File: src/rtl/core/sitd_pkg.sv
// Shared types and constants for the signed integer to decimal text converter.
`default_nettype none

package sitd_pkg;

   // Field widths.
   localparam int VALUE_W  = 32;
   localparam int CHAR_W   = 6;
   localparam int DIGIT_W  = 4;

   // A 32-bit magnitude has at most ten decimal digits.
   localparam int MAX_DIGITS = 10;
   localparam int COUNT_W    = $clog2(MAX_DIGITS + 1);

   // Character codes.
   localparam logic [CHAR_W-1:0] CHAR_MINUS = 6'd45;
   localparam logic [CHAR_W-1:0] CHAR_ZERO  = 6'd48;

   // Divide by ten through a reciprocal: q = (x * RECIP_TEN) >> RECIP_SHIFT,
   // exact for every 32-bit x.
   localparam logic [VALUE_W-1:0] RECIP_TEN   = 32'hCCCC_CCCD;
   localparam int                 RECIP_SHIFT = 35;
   localparam int                 QUOT_W      = 2 * VALUE_W - RECIP_SHIFT;

   // Sequencer states.
   typedef enum logic [2:0] {
      ST_IDLE,
      ST_DIV,
      ST_REM,
      ST_SIGN,
      ST_DIGIT
   } state_type;

endpackage

`default_nettype wire

File: src/rtl/core/sitd_req_if.sv
// Request channel: one signed integer per request.
`default_nettype none

interface sitd_req_if;
   logic                                valid;
   logic                                ready;
   logic signed [sitd_pkg::VALUE_W-1:0] value;

   modport source (output valid, output value, input ready);
   modport sink (input valid, input value, output ready);
endinterface

`default_nettype wire

File: src/rtl/core/sitd_rsp_if.sv
// Response channel: one ASCII character per response, with a last flag.
`default_nettype none

interface sitd_rsp_if;
   logic                         valid;
   logic                         ready;
   logic [sitd_pkg::CHAR_W-1:0]  char_code;
   logic                         last_char;

   modport source (output valid, output char_code, output last_char, input ready);
   modport sink (input valid, input char_code, input last_char, output ready);
endinterface

`default_nettype wire

File: src/rtl/core/sitd_div10.sv
// Registered divide-by-ten unit: quotient and remainder appear in the cycle after the operand.
`default_nettype none

module sitd_div10 (
   input  wire logic                          clock,
   input  wire logic [sitd_pkg::VALUE_W-1:0]  dividend,
   output logic      [sitd_pkg::VALUE_W-1:0]  quotient,
   output logic      [sitd_pkg::DIGIT_W-1:0]  remainder
);
   import sitd_pkg::*;

   logic [2*VALUE_W-1:0] product;
   logic [QUOT_W-1:0]    quotient_ff;
   logic [QUOT_W-1:0]    quotient_in;
   logic [VALUE_W-1:0]   dividend_ff;
   logic [VALUE_W-1:0]   times_ten;
   logic [VALUE_W-1:0]   difference;

   // Multiply by the scaled reciprocal and keep the high bits as the quotient.
   assign product     = (2*VALUE_W)'(dividend) * (2*VALUE_W)'(RECIP_TEN);
   assign quotient_in = product[2*VALUE_W-1:RECIP_SHIFT];

   always_ff @(posedge clock) begin
      quotient_ff <= quotient_in;
      dividend_ff <= dividend;
   end

   // The remainder is what is left after subtracting ten times the quotient.
   assign quotient   = VALUE_W'(quotient_ff);
   assign times_ten  = (quotient << 3) + (quotient << 1);
   assign difference = dividend_ff - times_ten;
   assign remainder  = difference[DIGIT_W-1:0];

endmodule

`default_nettype wire

File: src/rtl/core/signed_int_to_decimal_ascii.sv
// Top level: converts a signed 32-bit integer into its decimal ASCII text.
//
//   Channel   Direction   Payload                  Per request
//   req_ch    in          value (signed 32 bits)   one integer
//   rsp_ch    out         char_code, last_char     1 to 11 characters
//
// A value of n digits is accepted in idle, then each digit takes a divide step
// in the divide-by-ten unit (ST_DIV to multiply, then ST_REM for the remainder),
// and then the characters are sent, a minus sign first for a negative value.
// Reset is synchronous and returns the sequencer to idle with nothing pending.
// A stalled response holds its character; no new request is taken until the
// last character of the current value has been delivered.
`default_nettype none

module signed_int_to_decimal_ascii (
   input  wire logic    clock,
   input  wire logic    reset,
   sitd_req_if.sink     req_ch,
   sitd_rsp_if.source   rsp_ch
);
   import sitd_pkg::*;

   state_type            state_ff;
   state_type            state_in;
   logic [VALUE_W-1:0]   mag_ff;
   logic [VALUE_W-1:0]   mag_in;
   logic                 neg_ff;
   logic                 neg_in;
   logic [COUNT_W-1:0]   count_ff;
   logic [COUNT_W-1:0]   count_in;
   logic [COUNT_W-1:0]   idx_ff;
   logic [COUNT_W-1:0]   idx_in;
   logic [DIGIT_W-1:0]   digits_ff [MAX_DIGITS];

   logic [VALUE_W-1:0]   quotient;
   logic [DIGIT_W-1:0]   remainder;
   logic [VALUE_W-1:0]   raw_value;
   logic                 req_fire;
   logic                 rsp_fire;

   assign raw_value = VALUE_W'(req_ch.value);
   assign req_fire  = req_ch.valid && req_ch.ready;
   assign rsp_fire  = rsp_ch.valid && rsp_ch.ready;

   // Shared divide-by-ten unit, always working on the current magnitude.
   sitd_div10 u_div10 (
      .clock     (clock),
      .dividend  (mag_ff),
      .quotient  (quotient),
      .remainder (remainder)
   );

   // Sequencer state and control registers.
   always_ff @(posedge clock) begin
      if (reset) begin
         state_ff <= ST_IDLE;
         count_ff <= '0;
         idx_ff   <= '0;
         neg_ff   <= 1'b0;
      end else begin
         state_ff <= state_in;
         count_ff <= count_in;
         idx_ff   <= idx_in;
         neg_ff   <= neg_in;
      end
   end

   // Magnitude and digit store.
   always_ff @(posedge clock) begin
      mag_ff <= mag_in;
      if (state_ff == ST_REM) begin
         digits_ff[count_ff] <= remainder;
      end
   end

   // Next state and channel outputs.
   always_comb begin
      state_in         = state_ff;
      mag_in           = mag_ff;
      neg_in           = neg_ff;
      count_in         = count_ff;
      idx_in           = idx_ff;
      req_ch.ready     = 1'b0;
      rsp_ch.valid     = 1'b0;
      rsp_ch.char_code = CHAR_ZERO + CHAR_W'(digits_ff[idx_ff]);
      rsp_ch.last_char = 1'b0;

      unique case (state_ff)
         ST_IDLE: begin
            req_ch.ready = 1'b1;
            if (req_fire) begin
               neg_in   = raw_value[VALUE_W-1];
               mag_in   = raw_value[VALUE_W-1] ? ('0 - raw_value) : raw_value;
               count_in = '0;
               state_in = ST_DIV;
            end
         end
         ST_DIV: begin
            // The divide unit captures the magnitude this cycle.
            state_in = ST_REM;
         end
         ST_REM: begin
            mag_in   = quotient;
            count_in = count_ff + 1'b1;
            if (quotient == '0 || count_in == COUNT_W'(MAX_DIGITS)) begin
               idx_in   = count_ff;
               state_in = neg_ff ? ST_SIGN : ST_DIGIT;
            end else begin
               state_in = ST_DIV;
            end
         end
         ST_SIGN: begin
            rsp_ch.valid     = 1'b1;
            rsp_ch.char_code = CHAR_MINUS;
            if (rsp_fire) begin
               state_in = ST_DIGIT;
            end
         end
         ST_DIGIT: begin
            // Digits were stored least significant first; send them back down.
            rsp_ch.valid     = 1'b1;
            rsp_ch.last_char = (idx_ff == '0);
            if (rsp_fire) begin
               if (idx_ff == '0) begin
                  state_in = ST_IDLE;
               end else begin
                  idx_in = idx_ff - 1'b1;
               end
            end
         end
         default: begin
            state_in = ST_IDLE;
         end
      endcase
   end

`ifndef SYNTHESIS
   // An accepted request always starts a divide step.
   assert property (@(posedge clock) disable iff (reset)
      req_fire |=> state_ff == ST_DIV)
      else $error("accepted request did not start conversion");

   // The divide unit only ever produces a decimal digit.
   assert property (@(posedge clock) disable iff (reset)
      state_ff == ST_REM |-> remainder < DIGIT_W'(10))
      else $error("divide unit remainder out of range");

   // A minus sign is only sent for a negative value.
   assert property (@(posedge clock) disable iff (reset)
      state_ff == ST_SIGN |-> neg_ff)
      else $error("minus sign for a non-negative value");

   // Delivering the last character returns the block to idle.
   assert property (@(posedge clock) disable iff (reset)
      (rsp_fire && rsp_ch.last_char) |=> state_ff == ST_IDLE)
      else $error("block not idle after last character");
`endif

endmodule

`default_nettype wire
File: src/flat_wrapper.sv
// flat-port wrapper written by rule: the top's interface ports become plain ports
module signed_int_to_decimal_ascii_flat import sitd_pkg::*;
  (clock, reset, req_ch_valid, req_ch_value, req_ch_ready, rsp_ch_valid, rsp_ch_char_code, rsp_ch_last_char, rsp_ch_ready);
  sitd_req_if req_ch_i ();
  sitd_rsp_if rsp_ch_i ();
  input  wire logic clock;
  input  wire logic reset;
  input wire logic [$bits(req_ch_i.valid)-1:0] req_ch_valid;
  input wire logic [$bits(req_ch_i.value)-1:0] req_ch_value;
  output wire logic [$bits(req_ch_i.ready)-1:0] req_ch_ready;
  output wire logic [$bits(rsp_ch_i.valid)-1:0] rsp_ch_valid;
  output wire logic [$bits(rsp_ch_i.char_code)-1:0] rsp_ch_char_code;
  output wire logic [$bits(rsp_ch_i.last_char)-1:0] rsp_ch_last_char;
  input wire logic [$bits(rsp_ch_i.ready)-1:0] rsp_ch_ready;
  assign req_ch_i.valid = req_ch_valid;
  assign req_ch_i.value = req_ch_value;
  assign req_ch_ready = req_ch_i.ready;
  assign rsp_ch_valid = rsp_ch_i.valid;
  assign rsp_ch_char_code = rsp_ch_i.char_code;
  assign rsp_ch_last_char = rsp_ch_i.last_char;
  assign rsp_ch_i.ready = rsp_ch_ready;
  signed_int_to_decimal_ascii u_core (.clock(clock), .reset(reset), .req_ch(req_ch_i), .rsp_ch(rsp_ch_i));
endmodule
File: config.mk
export PLATFORM = sky130hd
export DESIGN_NAME = signed_int_to_decimal_ascii_flat
export DESIGN_NICKNAME = d
export VERILOG_FILES = /design/src/rtl/core/sitd_pkg.sv /design/src/rtl/core/sitd_req_if.sv /design/src/rtl/core/sitd_rsp_if.sv /design/src/rtl/core/sitd_div10.sv /design/src/rtl/core/signed_int_to_decimal_ascii.sv /design/src/flat_wrapper.sv
export SDC_FILE = /design/constraint.sdc
export NUM_CORES = 1
export LEC_CHECK = 0
export BUFFER_PORTS_ARGS = -buffer_cell sky130_fd_sc_hd__buf_2
export CAP_MARGIN = 25
export CORE_UTILIZATION = 55
export DETAILED_ROUTE_END_ITERATION = 8
export HOLD_SLACK_MARGIN = 0.08
export PLACE_DENSITY = 0.74
export SETUP_SLACK_MARGIN = 0.02
export SYNTH_ARGS = -nofsm -noshare
export SYNTH_HDL_FRONTEND = slang
export SYNTH_SLANG_ARGS = --single-unit
File: constraint.sdc
create_clock -name clock -period 7.2 [get_ports clock]
set_clock_uncertainty 0.2 [all_clocks]
set_input_delay 0 -clock clock [delete_from_list [all_inputs] [get_ports clock]]
set_output_delay 0 -clock clock [all_outputs]
set_load 0.02 [all_outputs]
After elaboration in Yosys (flattened, before gate mapping)
Memory sizes are Yosys's and may differ from the RTL's. A register that Yosys moved wholly into a read port is not among the register bits.
Cells that the tools add are included.
{"block": "word_totals", "wordCells": 63, "input_bits": 36, "memories": 1, "register_bits": 77, "romBits": 0, "latchBits": 0, "ram_bits": 40, "out_inout_bits": 9}
{"name": "u_core.digits_ff", "words": 10, "word_bits": 4, "rd": 1, "rd_clocked_by_memory_dff": 1, "write_ports": 1, "line": "signed_int_to_decimal_ascii.sv:33", "source": "logic [DIGIT_W-1:0] digits_ff [MAX_DIGITS];"}
{"block": "classes", "shifts": 0, "n_lt_le_gt_ge": 0, "muxes": 24, "n_mul": 1, "n_addsub": 6, "reduce_logical": 13, "div_mod_pow": 0, "bitwise": 0, "n_eq_ne": 11}
{"operator": "multiplier 32 x 32 -> 64 bit (second input constant)", "n": 1}
{"operator": "two-way mux 32 bit", "n": 2}
{"operator": "one-hot mux 32 bit (2 select lines)", "n": 1}
{"operator": "zero test 32 bit", "n": 1}
{"operator": "subtractor 1 x 32 -> 32 bit (first input constant)", "n": 1}
{"operator": "two-way mux 4 bit", "n": 6}
{"operator": "two-way mux 3 bit", "n": 6}
{"operator": "one-hot mux 4 bit (2 select lines)", "n": 2}
{"operator": "one-hot mux 3 bit (5 select lines)", "n": 1}
{"operator": "!= test 2 x 1 -> 1 bit (second input constant)", "n": 4}
{"operator": "AND reduction 4 bit", "n": 2}
{"operator": "adder 5 x 5 -> 6 bit (first input constant)", "n": 1}
{"operator": "equality test 3 x 2 -> 1 bit (second input constant)", "n": 2}
{"operator": "two-way mux 6 bit", "n": 1}
{"operator": "two-way mux 1 bit", "n": 5}
{"operator": "adder 4 x 1 -> 4 bit (second input constant)", "n": 1}
{"operator": "adder 4 bit", "n": 1}
{"operator": "equality test 4 bit (second input constant)", "n": 1}
{"operator": "zero test 4 bit", "n": 1}
{"operator": "!= test 2 bit (second input constant)", "n": 2}
{"operator": "AND reduction 2 bit", "n": 2}
{"operator": "nonzero test 2 bit", "n": 2}
{"operator": "subtractor 4 x 1 -> 4 bit (second input constant)", "n": 1}
{"operator": "subtractor 4 bit", "n": 1}
{"operator": "6 further kinds", "n": 7}

Longest topological paths before layout
Gate-level depths: netlist (run 1).
{"block": "logic_depth", "ltp_word": 8, "ltp_mapped": 24, "depth_no_buf": 24}

By module
A second synthesis (run 1) with hierarchy kept.
{"block": "hier_totals", "cells_unflattened": 2113, "area_unflattened_um2": 21783.4}
{"module": "sitd_div10", "seq_area_each_um2": 660.6, "cells_per_inst": 1711, "area_each_um2": 17320.4, "instances": 1}
{"module": "signed_int_to_decimal_ascii", "seq_area_each_um2": 2482.4, "cells_per_inst": 402, "area_each_um2": 4463.0, "instances": 1}

Worst setup path after synthesis (run 1)
OpenSTA, ideal clock, no wires.
{"block": "synth_path", "path_type": "register to register", "start": "register u_core.mag_ff[9]", "end": "register u_core.u_div10.quotient_ff[15]", "setup_ns": 0.072, "t_arrival_ns": 6.602, "required_ns": 6.928, "period_less_slack_ns": 6.873, "n_path_buf": 1, "stages_incl_launch_ff": 24, "setup_slack_ns": 0.327, "cell_sequence": "edfxtp_1 ha_1 clkbuf_1 xor2_1 ha_1 a21o_1 fa_1 inv_1 fa_1 inv_1 fa_1 fa_1 fa_1 fa_1 ha_1 and3_1 nand2_1 or4b_2 a31oi_1 or2_2 a31o_2 a21oi_1 o21ai_0 xor2_1"}
{"block": "synth_between", "elab_chain_len": 1}
{"element": "start, declared", "line": "signed_int_to_decimal_ascii.sv:25", "source": "logic [VALUE_W-1:0] mag_ff;"}
{"element": "start signal, assigned", "line": "signed_int_to_decimal_ascii.sv:70", "source": "mag_ff <= mag_in;"}
{"element": "multiplier 32 x 32 -> 64 bit", "line": "sitd_div10.sv:20", "source": "assign product = (2*VALUE_W)'(dividend) * (2*VALUE_W)'(RECIP_TEN);"}
{"element": "named net u_core.u_div10.product[50]", "line": "sitd_div10.sv:12", "source": "logic [2*VALUE_W-1:0] product;"}
{"element": "end signal, assigned", "line": "sitd_div10.sv:24", "source": "quotient_ff <= quotient_in;"}
{"element": "end, declared", "line": "sitd_div10.sv:13", "source": "logic [QUOT_W-1:0] quotient_ff;"}
The timed path passes the listed nets, and every way through them passes these cells.
A chain may end at the register's enable or synchronous reset.

Worst setup path after layout (run 1)
{"block": "layout_path", "start": "register u_core.mag_ff[2]", "end": "register u_core.u_div10.quotient_ff[24]"}
Same word-level chain as after synthesis.

==> flow_summary.yaml, run 1 <==
yosys:
  synthFlopType: "edfxtp_1"
  synth_top_area_frac: 0.354
  yosysTopAreaCell: "fa_1"
  synth_edf_count: 72
  synthCells: 2135
  yosysMostFrequentCell: "inv_1"
  synth.area.top_cells: "fa_1 (35%), ha_1 (20%), edfxtp_1 (9.9%)"
  synth-seq-cells: 121
  ys_types: 62
  syn_area_um2: 21900
  avgSynthCellArea_um2: 10.2
  synth_common_cells: "inv_1 (559), fa_1 (387), ha_1 (357), nand2_1 (111), o21ai_0 (82)"
  ys_seq_area_frac: 0.144
  synth.net_count: 2915
  ys_async_sr_fraction: 0
  ys_warn_count: 0
cells_and_area:
  utilization: 0.673
  stdcell_area_um2: 26200
  multi_input_area_um2: 17300
  fillCellCount: 2856
  drive_gt1_frac: 0.181
  nets: 3217
  antenna_cells: 0
  regArea_um2: 3140
  area_growth_pct: 19.8
sta:
  max_freq_ghz: 0.137
  final_hold_viol_count: 0
  finalMaxSlewViolations: 0
  fin_hold_ws_ps: 112
  setup_viol: 4
  grt_setup_unrepaired: "true"
  tightest_slew_ps: 862
  layout_min_cycle_time_ps: 7280
  maxSlewHeadroom: 0.421
  setup_ws_ps: -81.8
  min_period_over_period: 1.01
run_status:
  violations: "setup timing"
  outcome: "finished, violations left"
clock_network:
  cts_sinks: 121
  cts_tree: "yes"
  htree_levels: 4
  clock-root-buffer: "clkbuf_16"
  cts.path.max_buffers: 2
  cts_buffers: 17
  clk_latency_ps: 430
  clk_pin_slew_ps: 60
placement:
  io_buffers: 43
  hpwl_um: 55500
  pre_cts_slack_ps: -285
  gp_congestion: 1.07
  placed_cell_area_um2: 24100
floorplan:
  start_util: 0.562
  core_um2: 38900
  die_area_um2: 40500
  rows: 72
  io_pins: 45
  die_h_um: 201
  die_w_um: 201
setup_path:
  worstSetupStartpointType: "flop"
  startpoint: "u_core.mag_ff[2]"
  r2r-start: "u_core.mag_ff[2]"
  path_class: "flop to flop"
  r2r_cells: 23
  crit_arrival_ps: 7440
  reg2reg_slack_ps: -80
  required_ps: 7360
  end_kind: "flop"
  critPathCapture: "u_core.u_div10.quotient_ff[24]"
  worstPathMaxFanout: 3
  r2r-end: "u_core.u_div10.quotient_ff[24]"
route:
  firstDrtPassIters: 6
  ant_nets: 0
  wl_per_cell_um: 22.3
  vias: 16700
  drt_iter0_markers: 1292
  drc: 0
  totalWireLength_um: 66100
  detail_route.vias_per_cell: 5.63
global_route:
  grt_overflow: 0
  antenna_found_initial: 1
  gr-usage-all-layers: 0.340
  grt_max_degree: 65
  grt_pass1_wl_um: 103000
  grt_pass1_vias: 18200
hold_path:
  hp-class: "input pin to flop"
  whs_path_depth: 3
flow_run:
  maxCapViolCount: 0
## registers in the layout, summed over array words and instances (netlist names), named ones only
signal,cells
u_core.idx_ff,4
u_core.digits_ff,40
u_core.mag_ff,32
u_core.u_div10.dividend_ff,4
u_core.state_ff,3
u_core.neg_ff,1
u_core.count_ff,4
u_core.u_div10.quotient_ff,29
## layout make-up
class,instances,area share
clock inverter,15,0.00616
sequential,121,0.120
tap,518,0.0247
inverter,559,0.0802
multi-input combinational,1421,0.662
clock buffer,17,0.0162
timing repair buffer,317,0.0909
## worst min path at each step
stage / startpoint / endpoint / slack, ps
5_1_grt: req_ch_value[17] / u_core.mag_ff[17] / 120
6_report: req_ch_value[17] / u_core.mag_ff[17] / 110
4_1_cts: req_ch_value[17] / u_core.mag_ff[17] / 80
2_1_floorplan: reset / u_core.state_ff[0] / -120
3_5_place_dp: req_ch_valid / u_core.neg_ff / 100
3_3_place_gp: req_ch_valid / u_core.neg_ff / 90
## layer usage
metal  wire [um]  GRT usage
met1       26100      0.453
met2       30300      0.541
met3        6770     0.0761
met4        2840      0.129
met5           0          0
## metrics by stage
step | instances | TNS (ps)
finish | 2968 | -247
global placement | 2867 | -859
floorplan | 2135 | 0
global route | 2968 | -1680
CTS | 2950 | -51.4
detailed placement | 2867 | -1500
## layout by cell type, fill, tap and decap left out, drive strengths merged, types with 6 or more instances in the layout
cell type      n
xnor2         38
nand2        111
mux2i          6
o21ai         84
inv          566
nor2          36
mux4           8
xor2          74
dfxtp         49
dlygate4sd3   36
nor2b         11
nand3         26
fa           387
and2          19
nand2b        11
a31oi         10
a21oi         71
clkbuf        17
a21o          32
or3            7
nand4         15
buf          281
a211oi         6
nor4          14
and3          17
nor3          13
edfxtp        72
ha           357
o31ai          8
## worst max-delay path, cell delays in order (launching register included)
cell and delay, ps:
edfxtp_1 500, buf_6 170, ha_4 240, xor2_2 170, ha_4 170, or2_4 250
fa_1 500, fa_1 550, fa_1 590, fa_2 450, fa_1 550, inv_2 50
fa_1 490, inv_2 50, ha_4 280, nand2_4 70, nor4_4 300, a22oi_2 90
a41oi_2 250, o21ai_2 110, a2111o_1 450, a21o_1 240, a221oi_2 300, xor2_1 170
## what timing repair did
action                                 CTS  global route
buffers inserted                        15            18
hold buffers                            36             0
resized for setup                       69            83
pin swaps                               41            40
endpoints found under the hold margin   39             0
setup endpoints to repair               17            22
## logic make-up (layout without fill, tap and decap cells)
| kind of cell | after synthesis | count (layout) | synth area share |
|---|---|---|---|
| XOR/XNOR | 112 | 112 | 0.0449 |
| adder cells (fa/ha/maj) | 744 | 744 | 0.559 |
| buffers and inverters | 593 | 908 | 0.102 |
| flip-flops | 121 | 121 | 0.144 |
| AO/OA/AOI/OAI | 255 | 255 | 0.0716 |
| AND/OR/NAND/NOR | 291 | 291 | 0.0658 |
| other | 1 | 1 | 0.000172 |
| multiplexers | 18 | 18 | 0.0131 |
Power of run 1 is not shown: default switching activity piles up to over one toggle a cycle in this logic, so the estimate is an artifact.
==> run 2: changes to the inputs <==
Settings changed: CAP_MARGIN 25 to unset, CORE_UTILIZATION 55 to 45, PLACE_DENSITY 0.74 to unset, PLACE_DENSITY_LB_ADDON set to 0.25.
==> flow_summary.yaml, run 2 (same netlist as run 1, synthesis figures left out) <==
sta:
  final_hold_viol_count: 0
  grt_setup_unrepaired: "true"
  min_period_over_period: 1.04
  max_freq_ghz: 0.134
  setup_viol: 7
  maxSlewHeadroom: 0.479
  layout_min_cycle_time_ps: 7470
  tightest_slew_ps: 781
  finalMaxSlewViolations: 0
  setup_ws_ps: -271
setup_path:
  r2r_cells: 24
  cpMostUsedCell: "fa_1"
  worstSetupStartpointType: "flop"
  crit_chain: "ha_4 > buf_4 > ha_2 > fa_1 > inv_1 > fa_1 > inv_1 > fa_1 > fa_2 > fa_1 > fa_1 > ha_4 > nand2_1 > o211ai_1 > a22oi_2 > a41oi_2 > buf_6 > o21ai_4 > a2111o_1 > buf_4 > buf_6 > a21oi_4 > a31oi_4 > xnor2_2"
  reg2reg_slack_ps: -270
  required_ps: 7340
  crit_arrival_ps: 7610
  critPathSlowestCell: "fa_2"
  end_kind: "flop"
  path_class: "flop to flop"
  r2r-start: "u_core.mag_ff[15]"
  worstPathMaxFanout: 5
  cpPeakStageDelay_ps: 590
  r2r-end: "u_core.u_div10.quotient_ff[16]"
route:
  drt_iter0_markers: 932
  firstDrtPassIters: 5
  totalWireLength_um: 65300
  vias: 16200
  wl_per_cell_um: 21.0
  detail_route.vias_per_cell: 5.21
  ant_nets: 0
  drc: 0
global_route:
  grt_overflow: 0
  grt_max_degree: 66
  antenna_found_initial: 1
  grt_pass1_wl_um: 101000
  gr-usage-all-layers: 0.274
  grt_pass1_vias: 17700
clock_network:
  cts.path.max_buffers: 2
  clk_pin_slew_ps: 50
  cts_sinks: 121
  cts_buffers: 17
  clock-root-buffer: "clkbuf_16"
  clk_latency_ps: 430
  cts_tree: "yes"
  htree_levels: 4
cells_and_area:
  utilization: 0.560
  drive_gt1_frac: 0.195
  largest_reg_flops: 40
  fin_cells: 3116
  top_register: "u_core.digits_ff"
  antenna_cells: 0
  layout_commonest_cell: "inv_1"
  reg_top3: "u_core.digits_ff (40), u_core.mag_ff (32), u_core.u_div10.quotient_ff (29)"
  mostFrequentLayoutCells: "inv_1 (549), fa_1 (381), ha_1 (310)"
  area_growth_pct: 22.5
  nets: 3268
run_status:
  violations: "setup timing"
  outcome: "finished, violations left"
floorplan:
  die_area_um2: 49500
  core_um2: 47800
  start_util: 0.457
  io_pins: 45
  rows: 80
  die_w_um: 222
  die_h_um: 222
placement:
  place_inst: 3000
  gp_congestion: 0.992
  hpwl_um: 57200
  io_buffers: 43
hold_path:
  whs_path_depth: 3
  hp-class: "input pin to flop"
  hold_path_end: "u_core.mag_ff[1]"
  worstHoldStart: "req_ch_value[31]"
flow_run:
  maxCapViolCount: 0
[run 2: critical path, delay by kind of cell (launching register included)]
family,cells,cell delay (ps)
compound gates,7,1630
simple gates,1,70
buf+inv,6,720
fa+ha+maj,9,3990
xor+xnor,1,210
flops,1,530
[run 2: worst max-delay path by stage]
stage | start | to | slack (ps) | cells after the start
2_1_floorplan | u_core.mag_ff[9] | u_core.u_div10.quotient_ff[15] | 330 | 23
6_report | u_core.mag_ff[15] | u_core.u_div10.quotient_ff[16] | -270 | 24
3_3_place_gp | u_core.mag_ff[16] | u_core.u_div10.quotient_ff[24] | -930 | 23
5_1_grt | u_core.mag_ff[21] | u_core.u_div10.quotient_ff[24] | -380 | 22
3_5_place_dp | u_core.mag_ff[16] | u_core.u_div10.quotient_ff[24] | -920 | 23
4_1_cts | u_core.mag_ff[15] | u_core.u_div10.quotient_ff[24] | -240 | 23
[run 2: layout make-up]
| class | count | area (um^2) |
|---|---|---|
| Fill cell | 4158 | 21100 |
| Multi-Input combinational cell | 1421 | 17400 |
| Sequential cell | 121 | 3140 |
| Timing Repair Buffer | 368 | 2800 |
| Inverter | 559 | 2100 |
| Tap cell | 615 | 769 |
| Clock buffer | 18 | 429 |
| Clock inverter | 14 | 124 |
[run 2: what timing repair did]
action                                 4_1_cts  5_1_grt
setup endpoints to repair                   25       23
hold buffers                                46        0
endpoints found under the hold margin       45        0
resized for setup                           70       85
cloned                                       0        0
pin swaps                                   37       59
buffers inserted                            22       16
[run 2: per-layer routing]
layer  routed length (um)  vias to the layer above  track usage
met2                30900                      492        0.456
met1                28000                     8153        0.369
li1                     -                     7494            -
met5                    0                        -            0
met3                 4470                       99       0.0471
met4                 1980                        0       0.0723
[run 2: stage by stage]
| step | hold WS, ps | cell area [um^2] | setup slack (ps) | setup TNS, ps |
|---|---|---|---|---|
| 5_1_grt | 126 | 26800 | -383 | -2250 |
| 3_3_place_gp | 123 | 24500 | -935 | -7250 |
| 2_1_floorplan | -124 | 21900 | 327 | 0 |
| 4_1_cts | 81.3 | 26100 | -241 | -649 |
| 3_5_place_dp | 131 | 24500 | -921 | -8000 |
| 6_report | 95.9 | 26800 | -271 | -1280 |
Power of run 2 is left out for the same reason.
